<file path="src/sv/mdm_pkg.sv">
// Shared types and constants for the management-bus master.
// Used by mdm_core and mdio_management_master; no dependencies.
package mdm_pkg;

	// request kinds carried in s_tuser
	localparam logic [1:0] REQ_TICK  = 2'd0;
	localparam logic [1:0] REQ_READ  = 2'd1;
	localparam logic [1:0] REQ_WRITE = 2'd2;

	// frame phases
	localparam logic [2:0] PH_IDLE  = 3'd0;
	localparam logic [2:0] PH_PRE   = 3'd1;
	localparam logic [2:0] PH_HDR   = 3'd2;
	localparam logic [2:0] PH_TA    = 3'd3;
	localparam logic [2:0] PH_RDATA = 3'd4;
	localparam logic [2:0] PH_TRAIL = 3'd5;

	// header lengths, opcodes, turnaround
	localparam logic [5:0] HDR_BITS_RD = 6'd14;
	localparam logic [5:0] HDR_BITS_WR = 6'd32;
	localparam logic [5:0] TA_BITS     = 6'd2;
	localparam logic [5:0] DATA_BITS   = 6'd16;
	localparam logic [3:0] SOF_OP_RD   = 4'h6;
	localparam logic [3:0] SOF_OP_WR   = 4'h5;
	localparam logic [1:0] TA_WR       = 2'b10;

	// configuration registers
	localparam logic CFG_PREAMBLE = 1'b0;
	localparam logic CFG_IDLE_RD  = 1'b1;
	localparam logic [5:0] PREAMBLE_RST = 6'd8;
	localparam logic [3:0] IDLE_RD_RST  = 4'd8;

	// one request as taken from the input register
	typedef struct packed {
		logic [1:0]  req_type;
		logic [4:0]  phy_addr;
		logic [4:0]  reg_addr;
		logic [15:0] wr_data;
		logic        mdio_in;
	} req_t;

	// one result
	typedef struct packed {
		logic        mdio_out;
		logic        mdio_drive;
		logic        clock_pulse;
		logic [15:0] read_value;
		logic        frame_done;
		logic        busy_res;
		logic        request_rejected;
	} res_t;

	typedef struct packed {
		logic [5:0] preamble_bits;
		logic [3:0] idle_after_read;
	} cfg_t;

endpackage

</file>
<file path="src/sv/mdm_core.sv">
// Frame sequencer: phase, bit counter and shift registers, one tick per step.
// Depends on mdm_pkg.
module mdm_core (
	input  logic          clk,
	input  logic          arst_n,
	input  logic          step,
	input  mdm_pkg::req_t req,
	input  mdm_pkg::cfg_t cfg,
	output mdm_pkg::res_t res
);

	logic [2:0]  phase_q, phase_d;
	logic [5:0]  bit_cnt_q, bit_cnt_d;
	logic [31:0] out_shift_q, out_shift_d;
	logic [15:0] in_shift_q, in_shift_d;
	logic        is_read_q, is_read_d;

	logic        busy;
	logic        start;
	logic [5:0]  cnt_dec;
	logic [31:0] new_shift;
	logic        new_read;

	always_comb begin
		busy     = (phase_q >= mdm_pkg::PH_PRE) && (phase_q <= mdm_pkg::PH_TRAIL);
		start    = (req.req_type == mdm_pkg::REQ_READ) || (req.req_type == mdm_pkg::REQ_WRITE);
		cnt_dec  = bit_cnt_q - 6'd1;
		new_read = (req.req_type == mdm_pkg::REQ_READ);
		if (new_read) begin
			new_shift = {mdm_pkg::SOF_OP_RD, req.phy_addr, req.reg_addr, 18'd0};
		end else begin
			new_shift = {mdm_pkg::SOF_OP_WR, req.phy_addr, req.reg_addr,
				mdm_pkg::TA_WR, req.wr_data};
		end

		phase_d     = phase_q;
		bit_cnt_d   = bit_cnt_q;
		out_shift_d = out_shift_q;
		in_shift_d  = in_shift_q;
		is_read_d   = is_read_q;
		res         = '0;

		if (start) begin
			if (busy) begin
				res.request_rejected = 1'b1;
				if (phase_q == mdm_pkg::PH_PRE) begin
					res.mdio_drive = 1'b1;
					res.mdio_out   = 1'b1;
				end else if (phase_q == mdm_pkg::PH_HDR) begin
					res.mdio_drive = 1'b1;
					res.mdio_out   = out_shift_q[31];
				end
			end else begin
				is_read_d   = new_read;
				out_shift_d = new_shift;
				in_shift_d  = '0;
				res.mdio_drive = 1'b1;
				if (cfg.preamble_bits == '0) begin
					phase_d      = mdm_pkg::PH_HDR;
					bit_cnt_d    = new_read ? mdm_pkg::HDR_BITS_RD : mdm_pkg::HDR_BITS_WR;
					res.mdio_out = new_shift[31];
				end else begin
					phase_d      = mdm_pkg::PH_PRE;
					bit_cnt_d    = cfg.preamble_bits;
					res.mdio_out = 1'b1;
				end
			end
		end else if (busy) begin
			res.clock_pulse = 1'b1;
			bit_cnt_d = cnt_dec;
			unique case (phase_q)
				mdm_pkg::PH_PRE: begin
					res.mdio_out   = 1'b1;
					res.mdio_drive = 1'b1;
					if (cnt_dec == '0) begin
						phase_d   = mdm_pkg::PH_HDR;
						bit_cnt_d = is_read_q ? mdm_pkg::HDR_BITS_RD : mdm_pkg::HDR_BITS_WR;
					end
				end
				mdm_pkg::PH_HDR: begin
					res.mdio_out   = out_shift_q[31];
					res.mdio_drive = 1'b1;
					out_shift_d    = {out_shift_q[30:0], 1'b0};
					if (cnt_dec == '0) begin
						if (is_read_q) begin
							phase_d   = mdm_pkg::PH_TA;
							bit_cnt_d = mdm_pkg::TA_BITS;
						end else begin
							phase_d        = mdm_pkg::PH_IDLE;
							res.frame_done = 1'b1;
						end
					end
				end
				mdm_pkg::PH_TA: begin
					if (cnt_dec == '0) begin
						phase_d   = mdm_pkg::PH_RDATA;
						bit_cnt_d = mdm_pkg::DATA_BITS;
					end
				end
				mdm_pkg::PH_RDATA: begin
					in_shift_d = {in_shift_q[14:0], req.mdio_in};
					if (cnt_dec == '0) begin
						if (cfg.idle_after_read == '0) begin
							phase_d        = mdm_pkg::PH_IDLE;
							res.frame_done = 1'b1;
							res.read_value = in_shift_d;
						end else begin
							phase_d   = mdm_pkg::PH_TRAIL;
							bit_cnt_d = {2'b00, cfg.idle_after_read};
						end
					end
				end
				default: begin
					// trailing idle clocks
					if (cnt_dec == '0) begin
						phase_d        = mdm_pkg::PH_IDLE;
						res.frame_done = 1'b1;
						res.read_value = in_shift_q;
					end
				end
			endcase
		end else begin
			// idle tick; unused codes fall back to idle
			phase_d = mdm_pkg::PH_IDLE;
		end

		res.busy_res = (phase_d >= mdm_pkg::PH_PRE) && (phase_d <= mdm_pkg::PH_TRAIL);
	end

	always_ff @(posedge clk or negedge arst_n) begin
		if (!arst_n) begin
			phase_q     <= mdm_pkg::PH_IDLE;
			bit_cnt_q   <= '0;
			out_shift_q <= '0;
			in_shift_q  <= '0;
			is_read_q   <= 1'b0;
		end else if (step) begin
			phase_q     <= phase_d;
			bit_cnt_q   <= bit_cnt_d;
			out_shift_q <= out_shift_d;
			in_shift_q  <= in_shift_d;
			is_read_q   <= is_read_d;
		end
	end

endmodule

</file>
<file path="src/sv/mdio_management_master.sv">
// Top level of the clause 22 style management-bus master.
// Holds the input register, config registers and result register; depends on
// mdm_pkg and mdm_core.
//
// Usage:
//  - Each request on the s_ side is one management clock tick or a frame start
//    (s_tuser: tick, read, write). Every request yields exactly one result on
//    the m_ side: line level, drive enable, clock pulse flag, read data, busy
//    and reject flags; m_tlast marks the tick that finishes a frame.
//  - A request is taken into the input register, then a sequencer step writes
//    its result into the result register.
//  - Throughput: one request per cycle while m_tready is high. The sequencer
//    handles a tick with a counter decrement and a one-bit shift, so nothing loops over cycles.
//  - When m_tready is low the result register holds; one further request can
//    wait in the input register, after which s_tready drops.
//  - Reset (arst_n low) empties both registers, returns the sequencer to idle
//    and loads preamble_bits = 8, idle_after_read = 8.
//  - APB: preamble_bits at 0x0, idle_after_read at 0x4; pready is always high.
//    Change them only while no frame is in progress.
module mdio_management_master (
	input  logic        clk,
	input  logic        arst_n,
	// request stream
	input  logic        s_tvalid,
	output logic        s_tready,
	input  logic [31:0] s_tdata,  // phy_addr[4:0], reg_addr[9:5], wr_data[25:10],
	                              // mdio_in[26], zero[31:27]
	input  logic [1:0]  s_tuser,  // req_type[1:0]
	// result stream
	output logic        m_tvalid,
	input  logic        m_tready,
	output logic [23:0] m_tdata,  // mdio_out[0], mdio_drive[1], clock_pulse[2],
	                              // read_value[18:3], busy_res[19],
	                              // request_rejected[20], zero[23:21]
	output logic        m_tlast,  // frame_done
	// configuration
	input  logic        psel,
	input  logic        penable,
	input  logic        pwrite,
	input  logic [2:0]  paddr,
	input  logic [31:0] pwdata,
	output logic [31:0] prdata,
	output logic        pready
);

	logic          valid_s1;
	mdm_pkg::req_t req_s1;
	logic          advance;

	mdm_pkg::cfg_t cfg_q;
	mdm_pkg::res_t res;
	mdm_pkg::res_t res_q;
	logic          out_valid_q;

	// pipeline handshake: step when a request is held and the result slot frees
	assign advance  = valid_s1 && (!out_valid_q || m_tready);
	assign s_tready = !valid_s1 || advance;

	always_ff @(posedge clk or negedge arst_n) begin
		if (!arst_n) begin
			valid_s1 <= 1'b0;
		end else if (s_tready) begin
			valid_s1 <= s_tvalid;
		end
	end

	always_ff @(posedge clk) begin
		if (s_tready && s_tvalid) begin
			req_s1.req_type <= s_tuser;
			req_s1.phy_addr <= s_tdata[4:0];
			req_s1.reg_addr <= s_tdata[9:5];
			req_s1.wr_data  <= s_tdata[25:10];
			req_s1.mdio_in  <= s_tdata[26];
		end
	end

	// config registers
	assign pready = 1'b1;

	always_ff @(posedge clk or negedge arst_n) begin
		if (!arst_n) begin
			cfg_q.preamble_bits   <= mdm_pkg::PREAMBLE_RST;
			cfg_q.idle_after_read <= mdm_pkg::IDLE_RD_RST;
		end else if (psel && penable && pwrite && pready) begin
			if (paddr[2] == mdm_pkg::CFG_PREAMBLE) begin
				cfg_q.preamble_bits <= pwdata[5:0];
			end else begin
				cfg_q.idle_after_read <= pwdata[3:0];
			end
		end
	end

	always_comb begin
		if (paddr[2] == mdm_pkg::CFG_IDLE_RD) begin
			prdata = {28'd0, cfg_q.idle_after_read};
		end else begin
			prdata = {26'd0, cfg_q.preamble_bits};
		end
	end

	// frame sequencer
	mdm_core u_core (
		.clk    (clk),
		.arst_n (arst_n),
		.step   (advance),
		.req    (req_s1),
		.cfg    (cfg_q),
		.res    (res)
	);

	// result register
	always_ff @(posedge clk or negedge arst_n) begin
		if (!arst_n) begin
			out_valid_q <= 1'b0;
		end else if (advance) begin
			out_valid_q <= 1'b1;
		end else if (m_tready) begin
			out_valid_q <= 1'b0;
		end
	end

	always_ff @(posedge clk) begin
		if (advance) begin
			res_q <= res;
		end
	end

	assign m_tvalid = out_valid_q;
	assign m_tlast  = res_q.frame_done;
	assign m_tdata  = {3'd0, res_q.request_rejected, res_q.busy_res, res_q.read_value,
		res_q.clock_pulse, res_q.mdio_drive, res_q.mdio_out};

endmodule
</file>
<file path="config.mk">
export PLATFORM = sky130hd
export DESIGN_NAME = mdio_management_master
export DESIGN_NICKNAME = d
export VERILOG_FILES = /design/src/sv/mdm_pkg.sv /design/src/sv/mdm_core.sv /design/src/sv/mdio_management_master.sv
export SDC_FILE = /design/constraint.sdc
export NUM_CORES = 1
export LEC_CHECK = 0
export BUFFER_PORTS_ARGS = -buffer_cell sky130_fd_sc_hd__buf_2
export CORE_AREA = 4 4 117 119
export DETAILED_ROUTE_END_ITERATION = 10
export DIE_AREA = 0 0 121 123
export GPL_ROUTABILITY_DRIVEN = 0
export GPL_TIMING_DRIVEN = 0
export PLACE_DENSITY = 0.76
export SLEW_MARGIN = 40
export SYNTH_ARGS = -nofsm -noshare
export SYNTH_HDL_FRONTEND = slang
export SYNTH_SLANG_ARGS = --single-unit
</file>
<file path="constraint.sdc">
create_clock -name clk -period 2.3 [get_ports clk]
set_input_delay 0 -clock clk [delete_from_list [all_inputs] [get_ports clk]]
set_output_delay 0 -clock clk [all_outputs]
set_load 0.01 [all_outputs]
</file>
Yosys cells after proc, flatten, opt, wreduce, memory -nomap -nowiden --
Cells that the tools add are included. Widths: inputs -> output; s select.
Word-level totals: flip-flop bits (word level) 121, input port bits 76, output and inout port bits 60, logic and storage cells 114
Cells by class: add/sub/neg operators 1, magnitude comparators 4, eq/ne operators 7, multiplexer cells 52, bitwise logic cells 2, reduce and logical (&&, ||, !) cells 27
Operators with widths (count):
- $mux 32 | 4
- $mux 6 | 13
- $mux 16 | 4
- $mux 17 | 3
- $pmux 16 s2 | 1
- $mux 30 | 1
- $mux 3 | 9
- $pmux 6 s4 | 1
- $mux 20 | 1
- $logic_not 6->1 | 2
- $mux 2 | 6
- $pmux 3 s4 | 1
- $reduce_and 4->1 | 2
- $reduce_bool 2->1 | 4
- $eq 3x2->1 const B | 2
- $ge 3x1->1 const B | 2
- $le 3x3->1 const B | 2
- $logic_and 1x1->1 | 6
- $mux 1 | 6
- $reduce_and 3->1 | 2
- $sub 6x1->6 const B | 1
- $logic_not 4->1 | 1
- $pmux 2 s2 | 1
- $reduce_and 2->1 | 2
- 11 further kinds | 16

Depth between registers and ports, before layout --
word-level depth 8, depth in mapped cells 9, depth with buffers taken out 7

Modules after synthesis --
A second synthesis with hierarchy kept.
Second synthesis, totals: cell total of the unflattened synthesis 538, area total of the unflattened synthesis 5765.5 um^2
Modules (own cells, without submodules):
- mdm_core | times used 1, cells an instance 418, area each 3443.3 um^2, sequential area each 1451.4 um^2
- mdio_management_master | times used 1, cells an instance 120, area each 2322.2 um^2, sequential area each 1834.3 um^2

Least setup slack after synthesis --
No wires, ideal clock.
kind reg-to-reg, from register u_core.bit_cnt_q[0], to register res_q, in the netlist m_tdata[10], data pin, setup time 140 ps, arrival time 2147 ps, required time 2160 ps, setup slack 13 ps, cell stages (with the launch flop) 10, buffers on the path 2, clock period less this slack 2287 ps, cell sequence dfrtp_1 -> inv_1 -> ha_1 -> xor2_1 -> or4b_4 -> buf_6 -> a211oi_4 -> buf_2 -> a22oi_1 -> nor2_1
On the way: word-level cells in the longest chain between the ends 4, elaborated cells between the ends (all ways) 5, classes of those cells add/sub: 1; mux: 3; reduce/logical: 1
Ends and longest elaborated chain:
- start: declaration | RTL line mdm_core.sv:13 | logic [5:0] bit_cnt_q, bit_cnt_d;
- start signal: assignment | RTL line mdm_core.sv:139 | bit_cnt_q <= bit_cnt_d;
- $sub 6x1->6 * | RTL line mdm_core.sv:27 | cnt_dec = bit_cnt_q - 6'd1;
- $logic_not 6->1 * | RTL line mdm_core.sv:102, mdm_core.sv:115
- $mux 17, on equally long branches | RTL line mdm_core.sv:115, mdm_core.sv:102
- $pmux 16 s2 * | RTL line mdm_core.sv:71 | unique case (phase_q)
- end signal: assignment | RTL line mdio_management_master.sv:124 | res_q <= res;
- end: declaration | RTL line mdio_management_master.sv:52 | mdm_pkg::res_t res_q;
Every way passes the cells marked *; elsewhere a longest branch is shown, timed or not. A chain may end at the register's enable or synchronous reset.

==> key figures <==
Run status
  • Outcome: finished, final reports clean

Setup path
  • Worst Setup Path Type: reg2reg
  • Crit path cell chain: inv_2 -> ha_4 -> xor2_2 -> or4b_4 -> o31a_1 -> a31oi_2 -> o2111ai_2
  • Reg-to-reg endpoint: m_tdata[19]
  • CP required: 2.43 ns
  • Setup crit start kind: flip-flop
  • CP top delay family: compound AO/OA/AOI/OAI gates
  • Largest stage delay, worst path: 0.61 ns
  • Worst R2R Setup Slack: 0.004 ns
  • WP buf/inv: 1
  • Worst setup EP type: flip-flop
  • Reg2reg path depth: 7
  • WP data arrival: between 2 and 2.5 ns
  • Crit Path Max Fanout: 8
  • Worst path slowest cell: or4b_4
  • RR Startpoint: u_core.bit_cnt_q[0]

Timing
  • Number of hold-slack violations in the final timing report: 0
  • Setup WS post-layout: roughly 0.0036 ns
  • RSZ-0062 raised after global routing: yes
  • Crit share post-route: 0.998
  • Clock Skew: between 0.007 and 0.008 ns
  • Slew Limit Fails: 0
  • Min cycle time layout: around 2.3 ns
  • Worst-margin pin slew: roughly 0.66 ns
  • Relative slew slack: 0.558
  • Finish-stage setup viols: 0
  • Max Fclk: ~440 MHz

Global routing
  • Total Routing Usage GR: 0.176
  • Largest net degree at the start of global routing: 47
  • Wire length of the first global-routing pass: around 21000 um
  • Overflow after GRT: 0
  • Number of global-route vias before repair: 4461
  • Initial antenna violation count: 0

Placement
  • DP HPWL: between 8000 and 9000 um
  • Post-DP Area: between 6000 and 7000 sq um
  • Port bufs: 71
  • Pre-CTS setup slack: -0.477 ns

Floorplan
  • Ports: between 100 and 150
  • Starting density of the core: 0.448
  • Die height: about 120 um
  • Cell row count: 41
  • Die width: 121 um
  • Die area: 14900 sq um
  • CORE AREA: roughly 13000 sq um

Min path
  • Worst hold-check path type: in2async

Synth
  • Unique cell type count in the Yosys netlist: 58
  • Largest family of logic cells by synthesized area: compound AO/OA/AOI/OAI gates
  • Synth Area in Compound Gates: 0.153
  • Avg Cell Area, Syn: between 10 and 15 sq um
  • Fraction of registers with async set/reset: 0.579
  • Synth Area in XOR/XNOR: 0.00467
  • FF+latch count, synth: ~120
  • Main synth FF type: dfrtp_1
  • Fraction of the mapped netlist area in adder cells: 0.0111
  • Number of synthesized flops with an enable pin: roughly 50
  • Post-synthesis simple-gate area fraction: 0.124
  • Mux contribution to synthesized area: 0.0496
  • Gate Count Post-Synth: between 400 and 500
  • Mapped Area: between 5000 and 6000 sq um
  • Sequential fraction of the synthesis area: 0.584
  • Synth Warn #: 0

Clock tree
  • Clk_lat worst skew: a little over 0.4 ns
  • CTS sink cnt: about 120
  • Num CTS Buffers: 17
  • TritonCTS clock tree: built
  • Root Buffer: clkbuf_16
  • H-tree levels: 4
  • Clk slew on worst S/H paths: 0.06 ns
  • CTS Buffer Depth: 2

Power and ir drop
  • Power Dens Cells: 1030 nW/um^2
  • Largest vdd supply drop: around 0.0007 V
  • Leakage Power: between 3 and 4 nW

Cells and area
  • Area Growth Syn to Fin: 33.7%
  • Fin area: 7530 sq um
  • Antenna Cells: 0
  • Nets@finish: 738
  • Filler cells: between 900 and 1000
  • Layout cells sized above 1: 0.315
  • Multi-input gate area: ~2200 sq um
  • Seq. cell area: 3290 sq um

Drt
  • Vias per cell: 5.13
  • Drt drc: 0
  • Iter 0 DRT Violations: between 200 and 250
  • DRT Wirelength: 12800 um
  • Via count: 4317
  • WL per Instance: ~15 um
  • Drt first pass iters: 5
  • Final ANT Viol Nets: 0

Run
  • Max_cap viols: 0
[worst reg2reg max path: stages, from the launching register on]
cell and delay (ns):
dfrtp_1 0.39, inv_2 0.07, ha_4 0.18, xor2_2 0.15
or4b_4 0.61, o31a_1 0.29, a31oi_2 0.20, o2111ai_2 0.14
[sequential cells by signal (all words and copies together), names as in the netlist]
name,count
u_core.out_shift_q,32
req_s1,29
m_tdata,21
u_core.in_shift_q,16
cfg_q,10
u_core.bit_cnt_q,6
u_core.phase_q,3
m_tlast,1
m_tvalid,1
u_core.is_read_q,1
valid_s1,1
[cells in the final DEF (no fill, tap or decap), types with 3 or more instances in the layout]
cell type,instances
a22o_1,17
dfrtp_1,68
buf_4,38
o21ai_0,14
conb_1,30
clkinv_4,4
o31ai_1,4
edfxtp_1,51
clkbuf_4,4
mux2i_1,11
clkbuf_2,10
mux2_2,14
nor2b_1,8
a31oi_1,4
a22oi_1,26
dlygate4sd3_1,39
nor4_1,8
a22oi_2,5
nand3_1,8
inv_2,4
nand2b_1,5
nand3b_1,4
nor3_1,5
a21oi_1,35
clkbuf_16,17
nor2_1,63
clkinvlp_4,5
inv_1,8
buf_6,3
nor3b_1,3
buf_2,75
clkbuf_1,7
nand2_1,16
[worst max path at each step]
stage	to	slack (ns)	from	depth (start not counted)
floorplan	m_tdata[10]	0.01	u_core.bit_cnt_q[0]	9
global placement	u_core.bit_cnt_q[0]	-0.40	req_s1[28]	7
detailed placement	u_core.out_shift_q[19]	-0.48	req_s1[27]	6
CTS	m_tdata[19]	0.0001	u_core.bit_cnt_q[0]	7
global route	m_tdata[12]	-0.05	u_core.bit_cnt_q[0]	8
finish	m_tdata[19]	0.004	u_core.bit_cnt_q[0]	7
[cell type report]
type | instances | area share
plain buffers | 58 | 0.0508
clock buffers | 18 | 0.0570
clock inverters | 14 | 0.0199
inverters | 13 | 0.00648
multi-input cells | 327 | 0.288
flip-flops and latches | 121 | 0.436
well taps | 172 | 0.0286
repair buffers | 119 | 0.113
[report_power, final]
| group | switching (mW) | internal (mW) |
|---|---|---|
| clock network | 0.971 | 1.59 |
| registers | 0.322 | 2.75 |
| logic | 1.19 | 0.929 |
| total | 2.49 | 5.27 |
[logic make-up after synthesis]
| logic type | after synthesis |
|---|---|
| compound gates | 123 |
| buf+inv | 73 |
| mux | 26 |
| xor+xnor | 3 |
| other cells | 2 |
| flops | 121 |
| simple gates | 140 |
| fa+ha+maj | 5 |
[routing by layer]
layer / global-route usage / vias to the layer above / wire, um
met2: 0.309 / 167 / 6690
met3: 0.0544 / 36 / 823
met4: 0.0758 / 0 / 289
met1: 0.198 / 2041 / 5030
li1: - / 2073 / -
met5: 0 / - / 0
[cell usage after synthesis, drive strengths merged, types with 2 or more instances]
cell type | number | share of area
a211oi | 3 | 0.0071
a21o | 2 | 0.0027
a21oi | 35 | 0.031
a22o | 17 | 0.026
a22oi | 31 | 0.041
a2bb2oi | 2 | 0.0031
a31oi | 5 | 0.0056
and2 | 2 | 0.0022
and3 | 2 | 0.0022
buf | 38 | 0.050
clkbuf | 22 | 0.015
conb | 2 | 0.0013
dfrtp | 68 | 0.30
dfstp | 2 | 0.0093
edfxtp | 51 | 0.27
ha | 5 | 0.011
inv | 12 | 0.0080
mux2 | 15 | 0.030
mux2i | 11 | 0.020
nand2 | 18 | 0.012
nand2b | 5 | 0.0056
nand3 | 8 | 0.0071
nand3b | 4 | 0.0053
nand4b | 2 | 0.0031
nor2 | 65 | 0.044
nor2b | 8 | 0.0089
nor3 | 7 | 0.0062
nor3b | 4 | 0.0053
nor4 | 9 | 0.013
o21ai | 14 | 0.012
o31ai | 4 | 0.0053
xor2 | 2 | 0.0031
[what timing repair did]
action / CTS / global route
endpoints found under the hold margin: 109 / 0
hold buffers: 39 / 0
resized for setup: 25 / 32
endpoints found under the setup margin: 70 / 70
setup buffers: 5 / 3
pin swaps: 2 / 11
[per-stage QoR]
stage	utilization	power, mW	setup TNS [ns]	std cells	hold WS (ns)
detailed placement	0.505	4.90	-16.98	765	-0.121
global placement	0.502	4.79	-12.12	764	0.176
finish	0.599	7.76	0	842	0.0285
global route	0.599	8.17	-0.699	842	0.0418
CTS	0.589	7.64	0	840	0.0156
floorplan	-	4.37	0	521	-0.296
Note: power is estimated with default switching activity, not from simulation.
